### src/sv/npsc_pkg.sv
// Shared constants, codes and types of the nearest point search core.
`timescale 1ns / 1ps
`default_nettype none

package npsc_pkg;

   localparam int LEAF_POINTS = 16;
   localparam int COORD_BITS  = 16;
   localparam int TAG_BITS    = 16;

   localparam int OP_BITS     = 3;
   localparam int STATUS_BITS = 2;
   localparam int RADIUS_BITS = COORD_BITS + 1;
   localparam int IDX_BITS    = (LEAF_POINTS > 1) ? $clog2(LEAF_POINTS) : 1;
   localparam int COUNT_BITS  = $clog2(LEAF_POINTS + 1);

   // operand of the shared unit holds a coordinate or the unsigned radius
   localparam int DIFF_BITS   = COORD_BITS + 2;
   localparam int MAG_BITS    = COORD_BITS + 1;
   localparam int DIST_BITS   = 2 * MAG_BITS;

   typedef enum logic [OP_BITS-1:0] {
      OP_CLEAR   = 3'd0,
      OP_LOAD    = 3'd1,
      OP_NEAREST = 3'd2,
      OP_EXCLUDE = 3'd3,
      OP_RADIUS  = 3'd4
   } op_type;

   typedef enum logic [STATUS_BITS-1:0] {
      ST_OK   = 2'd0,
      ST_NONE = 2'd1,
      ST_FULL = 2'd2
   } status_type;

   typedef enum logic [1:0] {
      TERM_QUERY  = 2'd0,
      TERM_CENTER = 2'd1,
      TERM_RADIUS = 2'd2
   } term_kind_type;

   // sideband that travels with each squared term through the unit
   typedef struct packed {
      logic                first;
      logic                last;
      term_kind_type       kind;
      logic [TAG_BITS-1:0] tag;
   } term_info_type;

endpackage

`default_nettype wire

### src/sv/npsc_point_store.sv
// Register file of stored points: one write port, one read port.
`timescale 1ns / 1ps
`default_nettype none

module npsc_point_store import npsc_pkg::*; (
   input  wire logic                         clock,
   input  wire logic                         wr_en,
   input  wire logic [IDX_BITS-1:0]          wr_addr,
   input  wire logic signed [COORD_BITS-1:0] wr_x,
   input  wire logic signed [COORD_BITS-1:0] wr_y,
   input  wire logic signed [COORD_BITS-1:0] wr_z,
   input  wire logic [TAG_BITS-1:0]          wr_tag,
   input  wire logic [IDX_BITS-1:0]          rd_addr,
   output logic signed [COORD_BITS-1:0]      rd_x,
   output logic signed [COORD_BITS-1:0]      rd_y,
   output logic signed [COORD_BITS-1:0]      rd_z,
   output logic [TAG_BITS-1:0]               rd_tag
);

   logic signed [COORD_BITS-1:0] x_ff   [LEAF_POINTS];
   logic signed [COORD_BITS-1:0] y_ff   [LEAF_POINTS];
   logic signed [COORD_BITS-1:0] z_ff   [LEAF_POINTS];
   logic [TAG_BITS-1:0]          tag_ff [LEAF_POINTS];

   always_ff @(posedge clock) begin
      if (wr_en) begin
         x_ff[wr_addr]   <= wr_x;
         y_ff[wr_addr]   <= wr_y;
         z_ff[wr_addr]   <= wr_z;
         tag_ff[wr_addr] <= wr_tag;
      end
   end

   assign rd_x   = x_ff[rd_addr];
   assign rd_y   = y_ff[rd_addr];
   assign rd_z   = z_ff[rd_addr];
   assign rd_tag = tag_ff[rd_addr];

endmodule

`default_nettype wire

### src/sv/npsc_sqdist_unit.sv
// Shared difference, square and accumulate pipeline: one term per cycle.
`timescale 1ns / 1ps
`default_nettype none

module npsc_sqdist_unit import npsc_pkg::*; (
   input  wire logic                        clock,
   input  wire logic                        reset,
   input  wire logic                        issue_valid,
   input  wire logic signed [DIFF_BITS-1:0] issue_a,
   input  wire logic signed [DIFF_BITS-1:0] issue_b,
   input  wire term_info_type               issue_info,
   output logic                             busy,
   output logic                             done_valid,
   output term_info_type                    done_info,
   output logic [DIST_BITS-1:0]             done_dist
);

   logic                        v1_ff, v2_ff, v3_ff;
   term_info_type               info1_ff, info2_ff, info3_ff;
   logic signed [DIFF_BITS-1:0] diff_ff;
   logic [DIST_BITS-1:0]        sq_ff;
   logic [DIST_BITS-1:0]        acc_ff;
   logic [DIFF_BITS-1:0]        neg_diff;
   logic [MAG_BITS-1:0]         mag;

   assign neg_diff = DIFF_BITS'(-diff_ff);
   assign mag      = diff_ff[DIFF_BITS-1] ? neg_diff[MAG_BITS-1:0]
                                          : diff_ff[MAG_BITS-1:0];

   always_ff @(posedge clock) begin
      if (reset) begin
         v1_ff <= 1'b0;
         v2_ff <= 1'b0;
         v3_ff <= 1'b0;
      end else begin
         v1_ff <= issue_valid;
         v2_ff <= v1_ff;
         v3_ff <= v2_ff;
      end
      info1_ff <= issue_info;
      info2_ff <= info1_ff;
      info3_ff <= info2_ff;
      diff_ff  <= issue_a - issue_b;
      sq_ff    <= DIST_BITS'(mag) * DIST_BITS'(mag);
      // restart the sum on the first term of a distance
      if (v2_ff) begin
         acc_ff <= info2_ff.first ? sq_ff : acc_ff + sq_ff;
      end
   end

   assign busy       = v1_ff | v2_ff | v3_ff;
   assign done_valid = v3_ff & info3_ff.last;
   assign done_info  = info3_ff;
   assign done_dist  = acc_ff;

endmodule

`default_nettype wire

### src/sv/nearest_point_search_core.sv
// Nearest point search core: point store, sequencer and result register.
//
// Input channel req_* (valid/ready) carries one operation per item: clear,
// load one point, nearest search, nearest search skipping one tag, or nearest
// search limited to a radius around a centre. Every item gives exactly one
// result item on rsp_* (valid/ready): status, tag and squared distance.
// req_ready is high only while the sequencer is idle; the result register
// lets a new item be accepted while the previous result still waits.
// Clear, load and unused codes go straight to the result register. After the
// result is loaded, the sequencer returns to idle and accepts the next item.
// Search time is set by the single squarer, which takes one axis term a cycle
// (three per distance, six when the centre distance is also needed); a point
// skipped by tag issues no terms.
// Reset empties the store and drops any pending result. When the receiver
// stalls, the finished result holds in the output register and the block
// stays in its final state until the result register frees.
`timescale 1ns / 1ps
`default_nettype none

module nearest_point_search_core import npsc_pkg::*; (
   input  wire logic                          clock,
   input  wire logic                          reset,
   input  wire logic                          req_valid,
   output logic                               req_ready,
   input  wire logic [OP_BITS-1:0]            req_operation,
   input  wire logic signed [COORD_BITS-1:0]  req_coord_x,
   input  wire logic signed [COORD_BITS-1:0]  req_coord_y,
   input  wire logic signed [COORD_BITS-1:0]  req_coord_z,
   input  wire logic [TAG_BITS-1:0]           req_point_index,
   input  wire logic signed [COORD_BITS-1:0]  req_center_x,
   input  wire logic signed [COORD_BITS-1:0]  req_center_y,
   input  wire logic signed [COORD_BITS-1:0]  req_center_z,
   input  wire logic [RADIUS_BITS-1:0]        req_radius,
   output logic                               rsp_valid,
   input  wire logic                          rsp_ready,
   output logic [STATUS_BITS-1:0]             rsp_status,
   output logic [TAG_BITS-1:0]                rsp_nearest_index,
   output logic [DIST_BITS-1:0]               rsp_nearest_dist_sq
);

   typedef enum logic [1:0] {
      S_IDLE,
      S_ISSUE,
      S_DRAIN,
      S_DONE
   } state_type;

   typedef enum logic [2:0] {
      PH_QX,
      PH_QY,
      PH_QZ,
      PH_CX,
      PH_CY,
      PH_CZ,
      PH_RAD
   } phase_type;

   state_type                    state_ff;
   phase_type                    phase_ff;
   logic [COUNT_BITS-1:0]        count_ff;
   logic [COUNT_BITS-1:0]        k_ff;
   logic [OP_BITS-1:0]           op_ff;
   logic signed [COORD_BITS-1:0] qx_ff, qy_ff, qz_ff;
   logic signed [COORD_BITS-1:0] cx_ff, cy_ff, cz_ff;
   logic [TAG_BITS-1:0]          excl_ff;
   logic [RADIUS_BITS-1:0]       radius_ff;
   logic [DIST_BITS-1:0]         r_sq_ff;
   logic                         center_ok_ff;
   logic                         found_ff;
   logic [DIST_BITS-1:0]         best_dist_ff;
   logic [TAG_BITS-1:0]          best_tag_ff;
   status_type                   status_ff;
   logic                         rsp_valid_ff;
   logic [STATUS_BITS-1:0]       rsp_status_ff;
   logic [TAG_BITS-1:0]          rsp_index_ff;
   logic [DIST_BITS-1:0]         rsp_dist_ff;

   // store ports
   logic                         wr_en;
   logic signed [COORD_BITS-1:0] rd_x, rd_y, rd_z;
   logic [TAG_BITS-1:0]          rd_tag;

   // shared unit ports
   logic                         issue_valid;
   logic signed [DIFF_BITS-1:0]  issue_a, issue_b;
   term_info_type                issue_info;
   logic                         unit_busy;
   logic                         unit_done;
   term_info_type                unit_info;
   logic [DIST_BITS-1:0]         unit_dist;

   // sequencer next values
   phase_type                    phase_in;
   logic [COUNT_BITS-1:0]        k_in;
   logic                         scan_end;
   logic                         is_search;
   logic                         accept;

   assign accept    = req_valid && (state_ff == S_IDLE);
   assign req_ready = (state_ff == S_IDLE);
   assign wr_en     = accept && (req_operation == OP_LOAD) &&
                      (count_ff < COUNT_BITS'(LEAF_POINTS));
   assign is_search = (op_ff == OP_NEAREST) || (op_ff == OP_EXCLUDE) ||
                      (op_ff == OP_RADIUS);

   npsc_point_store u_store (
      .clock   (clock),
      .wr_en   (wr_en),
      .wr_addr (count_ff[IDX_BITS-1:0]),
      .wr_x    (req_coord_x),
      .wr_y    (req_coord_y),
      .wr_z    (req_coord_z),
      .wr_tag  (req_point_index),
      .rd_addr (k_ff[IDX_BITS-1:0]),
      .rd_x    (rd_x),
      .rd_y    (rd_y),
      .rd_z    (rd_z),
      .rd_tag  (rd_tag)
   );

   npsc_sqdist_unit u_unit (
      .clock       (clock),
      .reset       (reset),
      .issue_valid (issue_valid),
      .issue_a     (issue_a),
      .issue_b     (issue_b),
      .issue_info  (issue_info),
      .busy        (unit_busy),
      .done_valid  (unit_done),
      .done_info   (unit_info),
      .done_dist   (unit_dist)
   );

   // pick the next term: for a radius search the radius once, then centre and query axes per point; else query axes
   always_comb begin
      issue_valid      = 1'b0;
      issue_a          = '0;
      issue_b          = '0;
      issue_info.first = 1'b0;
      issue_info.last  = 1'b0;
      issue_info.kind  = TERM_QUERY;
      issue_info.tag   = rd_tag;
      phase_in         = phase_ff;
      k_in             = k_ff;
      scan_end         = 1'b0;
      if (state_ff == S_ISSUE) begin
         if (phase_ff == PH_RAD) begin
            issue_valid      = 1'b1;
            issue_a          = DIFF_BITS'({1'b0, radius_ff});
            issue_info.first = 1'b1;
            issue_info.last  = 1'b1;
            issue_info.kind  = TERM_RADIUS;
            phase_in         = PH_CX;
         end else if (k_ff >= count_ff) begin
            scan_end = 1'b1;
         end else if ((phase_ff == PH_QX) && (op_ff == OP_EXCLUDE) &&
                      (rd_tag == excl_ff)) begin
            // drop this point without a term
            k_in = k_ff + 1'b1;
         end else begin
            issue_valid = 1'b1;
            case (phase_ff)
               PH_QX: begin
                  issue_a          = {{2{rd_x[COORD_BITS-1]}}, rd_x};
                  issue_b          = {{2{qx_ff[COORD_BITS-1]}}, qx_ff};
                  issue_info.first = 1'b1;
                  phase_in         = PH_QY;
               end
               PH_QY: begin
                  issue_a  = {{2{rd_y[COORD_BITS-1]}}, rd_y};
                  issue_b  = {{2{qy_ff[COORD_BITS-1]}}, qy_ff};
                  phase_in = PH_QZ;
               end
               PH_QZ: begin
                  issue_a         = {{2{rd_z[COORD_BITS-1]}}, rd_z};
                  issue_b         = {{2{qz_ff[COORD_BITS-1]}}, qz_ff};
                  issue_info.last = 1'b1;
                  k_in            = k_ff + 1'b1;
                  phase_in        = (op_ff == OP_RADIUS) ? PH_CX : PH_QX;
               end
               PH_CX: begin
                  issue_a          = {{2{rd_x[COORD_BITS-1]}}, rd_x};
                  issue_b          = {{2{cx_ff[COORD_BITS-1]}}, cx_ff};
                  issue_info.first = 1'b1;
                  issue_info.kind  = TERM_CENTER;
                  phase_in         = PH_CY;
               end
               PH_CY: begin
                  issue_a         = {{2{rd_y[COORD_BITS-1]}}, rd_y};
                  issue_b         = {{2{cy_ff[COORD_BITS-1]}}, cy_ff};
                  issue_info.kind = TERM_CENTER;
                  phase_in        = PH_CZ;
               end
               PH_CZ: begin
                  issue_a         = {{2{rd_z[COORD_BITS-1]}}, rd_z};
                  issue_b         = {{2{cz_ff[COORD_BITS-1]}}, cz_ff};
                  issue_info.last = 1'b1;
                  issue_info.kind = TERM_CENTER;
                  phase_in        = PH_QX;
               end
               default: begin
                  issue_valid = 1'b0;
                  phase_in    = PH_QX;
               end
            endcase
         end
      end
   end

   always_ff @(posedge clock) begin
      if (reset) begin
         state_ff     <= S_IDLE;
         count_ff     <= '0;
         rsp_valid_ff <= 1'b0;
      end else begin
         // the done state loads the next result itself
         if (rsp_valid_ff && rsp_ready && (state_ff != S_DONE)) begin
            rsp_valid_ff <= 1'b0;
         end

         if (unit_done) begin
            case (unit_info.kind)
               TERM_RADIUS: r_sq_ff      <= unit_dist;
               TERM_CENTER: center_ok_ff <= (unit_dist <= r_sq_ff);
               TERM_QUERY: begin
                  // strict less keeps the earliest point on a tie
                  if (center_ok_ff && (!found_ff || (unit_dist < best_dist_ff))) begin
                     found_ff     <= 1'b1;
                     best_dist_ff <= unit_dist;
                     best_tag_ff  <= unit_info.tag;
                  end
               end
               default: ;
            endcase
         end

         case (state_ff)
            S_IDLE: begin
               if (req_valid) begin
                  op_ff        <= req_operation;
                  qx_ff        <= req_coord_x;
                  qy_ff        <= req_coord_y;
                  qz_ff        <= req_coord_z;
                  cx_ff        <= req_center_x;
                  cy_ff        <= req_center_y;
                  cz_ff        <= req_center_z;
                  excl_ff      <= req_point_index;
                  radius_ff    <= req_radius;
                  found_ff     <= 1'b0;
                  center_ok_ff <= 1'b1;
                  k_ff         <= '0;
                  phase_ff     <= (req_operation == OP_RADIUS) ? PH_RAD : PH_QX;
                  status_ff    <= ST_OK;
                  case (req_operation)
                     OP_CLEAR: begin
                        count_ff <= '0;
                        state_ff <= S_DONE;
                     end
                     OP_LOAD: begin
                        if (count_ff < COUNT_BITS'(LEAF_POINTS)) begin
                           count_ff <= count_ff + 1'b1;
                        end else begin
                           status_ff <= ST_FULL;
                        end
                        state_ff <= S_DONE;
                     end
                     OP_NEAREST, OP_EXCLUDE, OP_RADIUS: begin
                        state_ff <= S_ISSUE;
                     end
                     default: begin
                        state_ff <= S_DONE;
                     end
                  endcase
               end
            end
            S_ISSUE: begin
               phase_ff <= phase_in;
               k_ff     <= k_in;
               if (scan_end) begin
                  state_ff <= S_DRAIN;
               end
            end
            S_DRAIN: begin
               // wait for the last distances to leave the unit
               if (!unit_busy) begin
                  state_ff <= S_DONE;
               end
            end
            S_DONE: begin
               if (!rsp_valid_ff || rsp_ready) begin
                  rsp_valid_ff <= 1'b1;
                  state_ff     <= S_IDLE;
                  if (is_search && !found_ff) begin
                     rsp_status_ff <= ST_NONE;
                     rsp_index_ff  <= '0;
                     rsp_dist_ff   <= '0;
                  end else if (is_search) begin
                     rsp_status_ff <= ST_OK;
                     rsp_index_ff  <= best_tag_ff;
                     rsp_dist_ff   <= best_dist_ff;
                  end else begin
                     rsp_status_ff <= status_ff;
                     rsp_index_ff  <= '0;
                     rsp_dist_ff   <= '0;
                  end
               end
            end
            default: begin
               state_ff <= S_IDLE;
            end
         endcase
      end
   end

   assign rsp_valid           = rsp_valid_ff;
   assign rsp_status          = rsp_status_ff;
   assign rsp_nearest_index   = rsp_index_ff;
   assign rsp_nearest_dist_sq = rsp_dist_ff;

endmodule

`default_nettype wire
### config.mk
export PLATFORM = sky130hd
export DESIGN_NAME = nearest_point_search_core
export DESIGN_NICKNAME = d
export VERILOG_FILES = /design/src/sv/npsc_pkg.sv /design/src/sv/npsc_point_store.sv /design/src/sv/npsc_sqdist_unit.sv /design/src/sv/nearest_point_search_core.sv
export SDC_FILE = /design/constraint.sdc
export NUM_CORES = 2
export LEC_CHECK = 0
export BUFFER_PORTS_ARGS = -buffer_cell sky130_fd_sc_hd__buf_2
export CELL_PAD_IN_SITES_DETAIL_PLACEMENT = 0
export CELL_PAD_IN_SITES_GLOBAL_PLACEMENT = 1
export CORE_MARGIN = 2
export CORE_UTILIZATION = 58
export DETAILED_ROUTE_END_ITERATION = 10
export PLACE_DENSITY_LB_ADDON = 0.1
export SETUP_SLACK_MARGIN = 0.15
export SYNTH_ARGS = -nofsm -noshare
export SYNTH_HDL_FRONTEND = slang
export SYNTH_SLANG_ARGS = --single-unit
### constraint.sdc
create_clock -name clock -period 23.4 [get_ports clock]
set_clock_uncertainty 0.05 [all_clocks]
set_input_delay 4.68 -clock clock [delete_from_list [all_inputs] [get_ports clock]]
set_output_delay 4.68 -clock clock [all_outputs]
set_load 0.03 [all_outputs]
### Word-level counts from Yosys, hierarchy flattened

Memory sizes are Yosys's and may differ from the RTL's. A register that Yosys moved wholly into a read port is not among the register bits.
Index checks and enable logic that the tools add are counted.

* add/sub/neg operators: 5
* multiply operators: 1
* $lt $le $gt $ge: 4
* equality and inequality tests: 30
* mux-type cells: 67
* bitwise gates (word level): 6
* reduce and logical (&&, ||, !) cells: 39

Operators by type and width (count)
* $mux 18: 8
* $pmux 18 s6: 1
* $pmux 18 s3: 1
* $add 34x34->34: 1
* $le 34x34->1: 1
* $lt 34x34->1: 1
* $mul 17x17->34: 1
* $mux 34: 1
* $mux 5: 6
* $mux 4: 7
* $mux 1: 25
* $pmux 5 s2: 2
* $eq 3x2->1 const B: 6
* $sub 18x18->18: 1
* $mux 17: 1
* $neg 17->17: 1
* $eq 16x16->1: 1
* $eq 3x3->1 const B: 5
* $mux 3: 5
* $pmux 3 s5: 1
* $mux 2: 7
* $ne 2x2->1 const B: 7
* $reduce_and 4->1: 3
* $reduce_or 2->1: 6
* 26 further kinds: 53

* bits in registers: 436
* RAM bits: 1024
* input port bits: 136
* output and inout port bits: 54
* logic and storage cells: 198
* memories: 4

Memory list
* u_store.tag_ff: depth 16, width 16, rd ports 1, clocked after Yosys merged registers in 1, write ports 1, RTL line npsc_point_store.sv:23 `logic [TAG_BITS-1:0] tag_ff [LEAF_POINTS];`
* u_store.x_ff: depth 16, width 16, rd ports 1, clocked after Yosys merged registers in 1, write ports 1, RTL line npsc_point_store.sv:20 `logic signed [COORD_BITS-1:0] x_ff [LEAF_POINTS];`
* u_store.y_ff: depth 16, width 16, rd ports 1, clocked after Yosys merged registers in 1, write ports 1, RTL line npsc_point_store.sv:21 `logic signed [COORD_BITS-1:0] y_ff [LEAF_POINTS];`
* u_store.z_ff: depth 16, width 16, rd ports 1, clocked after Yosys merged registers in 1, write ports 1, RTL line npsc_point_store.sv:22 `logic signed [COORD_BITS-1:0] z_ff [LEAF_POINTS];`

### Logic depth before layout (Yosys ltp)

* word-level depth: 8
* gate-level depth with buffers: 31

### Cells and area by module

Synthesis repeated with hierarchy kept, for this count alone.

* cell total of the unflattened synthesis: 4099
* area, all modules: 65965.8 um2

By module, submodules not included
* npsc_point_store: times used 1, cells an instance 1583, area an instance 38300.5 um2
* npsc_sqdist_unit: times used 1, cells an instance 1573, area an instance 14629.0 um2
* nearest_point_search_core: times used 1, cells an instance 943, area an instance 13036.3 um2

### Worst setup path before layout

Ideal clock, no wire load.

* path kind: input -> register
* start: in reset
* end: reg cx_ff[0] (enable)
* setup time: 0.628 ns
* arrival time: 10.429 ns
* path slack: 12.293 ns
* cell stages on the path: 2
* buffers on the path: 1
* cell sequence: clkbuf_1 -> nor2_1

* longest elaborated chain between the ends: 2

Ends and longest elaborated chain
* start, declared: RTL line nearest_point_search_core.sv:22 `input wire logic reset,`
* $not 1->1 (no line)
* $reduce_and 3->1 (no line)
* end signal, assigned: RTL line nearest_point_search_core.sv:244 `cx_ff <= req_center_x;`
* end, declared: RTL line nearest_point_search_core.sv:64 `logic signed [COORD_BITS-1:0] cx_ff, cy_ff, cz_ff;`

No other way between the ends.
A chain may end at the register's enable or synchronous reset.

### Final worst setup path

* start: reg u_unit.diff_ff[3]
* end: reg u_unit.sq_ff[32]

* longest elaborated chain between the ends: 3

Ends and longest elaborated chain
* start, declared: RTL line npsc_sqdist_unit.sv:20 `logic signed [DIFF_BITS-1:0] diff_ff;`
* start signal, assigned: RTL line npsc_sqdist_unit.sv:43 `diff_ff <= issue_a - issue_b;`
* $neg 17->17: RTL line npsc_sqdist_unit.sv:26 `assign neg_diff = DIFF_BITS'(-diff_ff);`
* $mux 17 *: RTL line npsc_sqdist_unit.sv:27 `assign mag = diff_ff[DIFF_BITS-1] ? neg_diff[MAG_BITS-1:0]`
* $mul 17x17->34 *: RTL line npsc_sqdist_unit.sv:44 `sq_ff <= DIST_BITS'(mag) * DIST_BITS'(mag);`
* end signal, assigned: RTL line npsc_sqdist_unit.sv:44
* end, declared: RTL line npsc_sqdist_unit.sv:21 `logic [DIST_BITS-1:0] sq_ff;`

Mark *: on every way between the ends. The rest lies on a longest branch, timed or not.

==> flow_summary.yaml <==
clocking:
  clock_slew_at_the_register_clock_pins_of_the_worst_setup_and_hold_paths_ps: 60
  post_cts.resized_instances: 0
  cts_made_buffers: 150
  clock_tree.htree_level_count: 4
  cts_tree: "yes"
  clock-sinks: 1462
  cts.path.max_buffers: 3
  post_cts.repair.setup_buffers: 0
  clk-insertion-delay-late_ps: 760
  cts.root.buffer_cell: "clkbuf_16"
  cts-hold-fix-buffers: 0
sta:
  totalNegativeSetupSlack_ps: 0
  finalCritPeriodShare: 0.379
  unrepaired_setup_endpoints_after_global_routing: "false"
  fmaxAchievable_mhz: 113
  tightest_slew_ps: 1320
  slew_headroom: 0.123
  final_count_of_hold_timing_violations: 0
  final-max-slew-violation-count: 0
  final_critical_delay_including_setup_and_external_delays_ps: 8860
  setup_viol: 0
cells_and_area:
  final-instance-count-excl-fill: 5922
  highest_count_cells_in_the_layout_ignoring_fill_and_taps: "1337 x edfxtp_1, 393 x inv_1, 291 x mux4_2"
  layout-area-overhead-vs-synth_pct: 11.3
  drive_gt1_frac: 0.183
  mostFrequentLayoutCell: "edfxtp_1"
  nets: 4865
global_routing:
  antenna_found_initial: 23
  gr-total-overflow: 0
  grt_util_all_layers: 0.279
  grt_pass1_vias: 35792
  first_pass_grt_wire_length_mm: 236
  maximum_number_of_pins_on_one_net_before_global_route_repair: 141
floorplanning:
  core_region_area_um2: 113000
  core.rowCount: 123
  boundaryPins: 190
  initial_core_util: 0.587
  height_of_the_die_um: 342
  die_width_um: 342
  dieArea_um2: 117000
synth:
  synth_area_um2: 66200
  syn-mean-instance-area_um2: 16.4
  leading_register_cell_type_out_of_synthesis: "edfxtp_1"
  synth.yosys.warnings: 0
  synth_fp_nets: 4592
  synth_edf_count: 1337
  ys_async_sr_fraction: 0
  netlist_instances: 4027
  ys_seq_area_frac: 0.645
  number_of_synthesized_register_bits: 1462
  synth.lib_cells_used.distinct: 72
detailed_routing:
  vias: 35505
  detailedRoute.firstIterationViolations: 3431
  via_per_inst: 6.00
  routed_wire_length_per_instance_um: 27.0
  drt-total-wl_mm: 160
  drt.antenna.violating_nets: 0
  drc: 0
  drt_pass_1_iters: 5
critical_path:
  critPathCaptureType: "flip-flop"
  worst_path_dominant_cell_family: "adder cells"
  worstSetupStartpointType: "flip-flop"
  arrival_ps: 9440
  critical_path.slowest_cell: "xor2_1"
  cp_max_stage_delay_ps: 740
  setup.worst_path.class: "flip-flop to flip-flop"
  timing.critical_path.mode_cell: "fa_1"
  cp.required_ps: 23980
  critPathMaxFanout: 12
  cp_num_buf_inv: 4
flow_run:
  drv.max_cap_violation_count: 0
placed_design:
  post-dp-hpwl_mm: 101
  dpl.cell_count: 5648
  port-buffer-count: 189
  globalplace.congestion: 0.899
worst_hold_path:
  min-delay-path-class: "flip-flop to flip-flop"
run_status:
  status: "completed"
==> state kept, by name (all words and copies together), names as in the netlist, 17 cells and up, named ones only <==
register	count
radius_ff	17
u_unit.info2_ff	20
u_store.tag_ff	256
best_dist_ff	34
u_unit.diff_ff	18
u_unit.done_info	19
u_unit.done_dist	34
r_sq_ff	34
u_unit.sq_ff	33
u_unit.info1_ff	20
u_store.z_ff	256
rsp_nearest_dist_sq	34
u_store.x_ff	256
u_store.y_ff	256
==> per-layer routing <==
layer / track usage / vias to the layer above / part of all wire
li1: - / 15682 / -
met1: 0.399 / 18214 / 0.42
met2: 0.435 / 1352 / 0.48
met3: 0.0576 / 235 / 0.078
met4: 0.0884 / 22 / 0.026
met5: 0 / - / 0.00078
==> through the flow <==
| stage | hold WS [ps] | setup WS, ps | util | cell area (um^2) |
|---|---|---|---|---|
| 6_report | 274 | 14540 | 0.653 | 73700 |
| 5_1_grt | 281 | 13860 | 0.653 | 73700 |
| 4_1_cts | 275 | 14490 | 0.653 | 73700 |
| 3_5_place_dp | 262 | 14560 | 0.612 | 69000 |
| 3_3_place_gp | 261 | 14760 | 0.612 | 69000 |
| 2_1_floorplan | 260 | 12290 | - | 66200 |
==> cell type report <==
class | instances | area, um^2
antenna | 8 | 20.0
clock buffer | 198 | 4050
clock inverter | 68 | 574
fill | 7856 | 39100
inverter | 398 | 1490
multi-input combinational | 2028 | 21500
sequential | 1462 | 42700
tap | 1500 | 1880
timing repair buffer | 260 | 1520
==> cells by family (layout without fill, tap and decap cells) <==
logic type | after synthesis | after routing | synth area share
adders and majority gates | 429 | 429 | 0.103
and+or+nand+nor | 669 | 669 | 0.0470
buffers and inverters | 537 | 924 | 0.0331
xor gates and xnor gates | 120 | 120 | 0.0159
muxes | 374 | 374 | 0.113
DFF | 1462 | 1462 | 0.645
other | 0 | 8 | 0
AOI/OAI and AO/OA | 436 | 436 | 0.0432
==> path summary, 6_finish.rpt <==
kind                                                     start                          end  slack [ps]  cells after the start
worst max-delay path                 u_unit.diff_ff[3]$_DFF_P_     u_unit.sq_ff[32]$_DFF_P_       14540                     26
worst min-delay path            u_unit.info1_ff[19]$_SDFF_PN0_  u_unit.info2_ff[19]$_DFF_P_         270                      0
worst max register to register       u_unit.diff_ff[3]$_DFF_P_     u_unit.sq_ff[32]$_DFF_P_       14540                     26
worst min register to register  u_unit.info1_ff[19]$_SDFF_PN0_  u_unit.info2_ff[19]$_DFF_P_         270                      0
==> synth_stat cells, drive strengths merged, types with 13 or more instances <==
master  instances  share of area
a211oi         18         0.0020
a21o           59         0.0067
a21oi          97         0.0075
a22o           14         0.0019
a22oi          53         0.0061
and2           64         0.0061
and3           13         0.0012
buf            76         0.0070
clkbuf         63         0.0036
dfxtp         125          0.038
edfxtp       1337           0.61
fa            193          0.058
ha            236          0.045
inv           394          0.022
mux2           18         0.0031
mux2i          60         0.0091
mux4          296           0.10
nand2         231          0.013
nand2b         21         0.0020
nand3          52         0.0039
nand4          21         0.0020
nor2          178          0.010
nor2b          27         0.0026
nor3           22         0.0017
o21ai          92         0.0070
o22ai          17         0.0016
xnor2          68         0.0090
xor2           52         0.0069
Power is not shown: default switching activity piles up to over one toggle a cycle in this logic, so the estimate is an artifact.
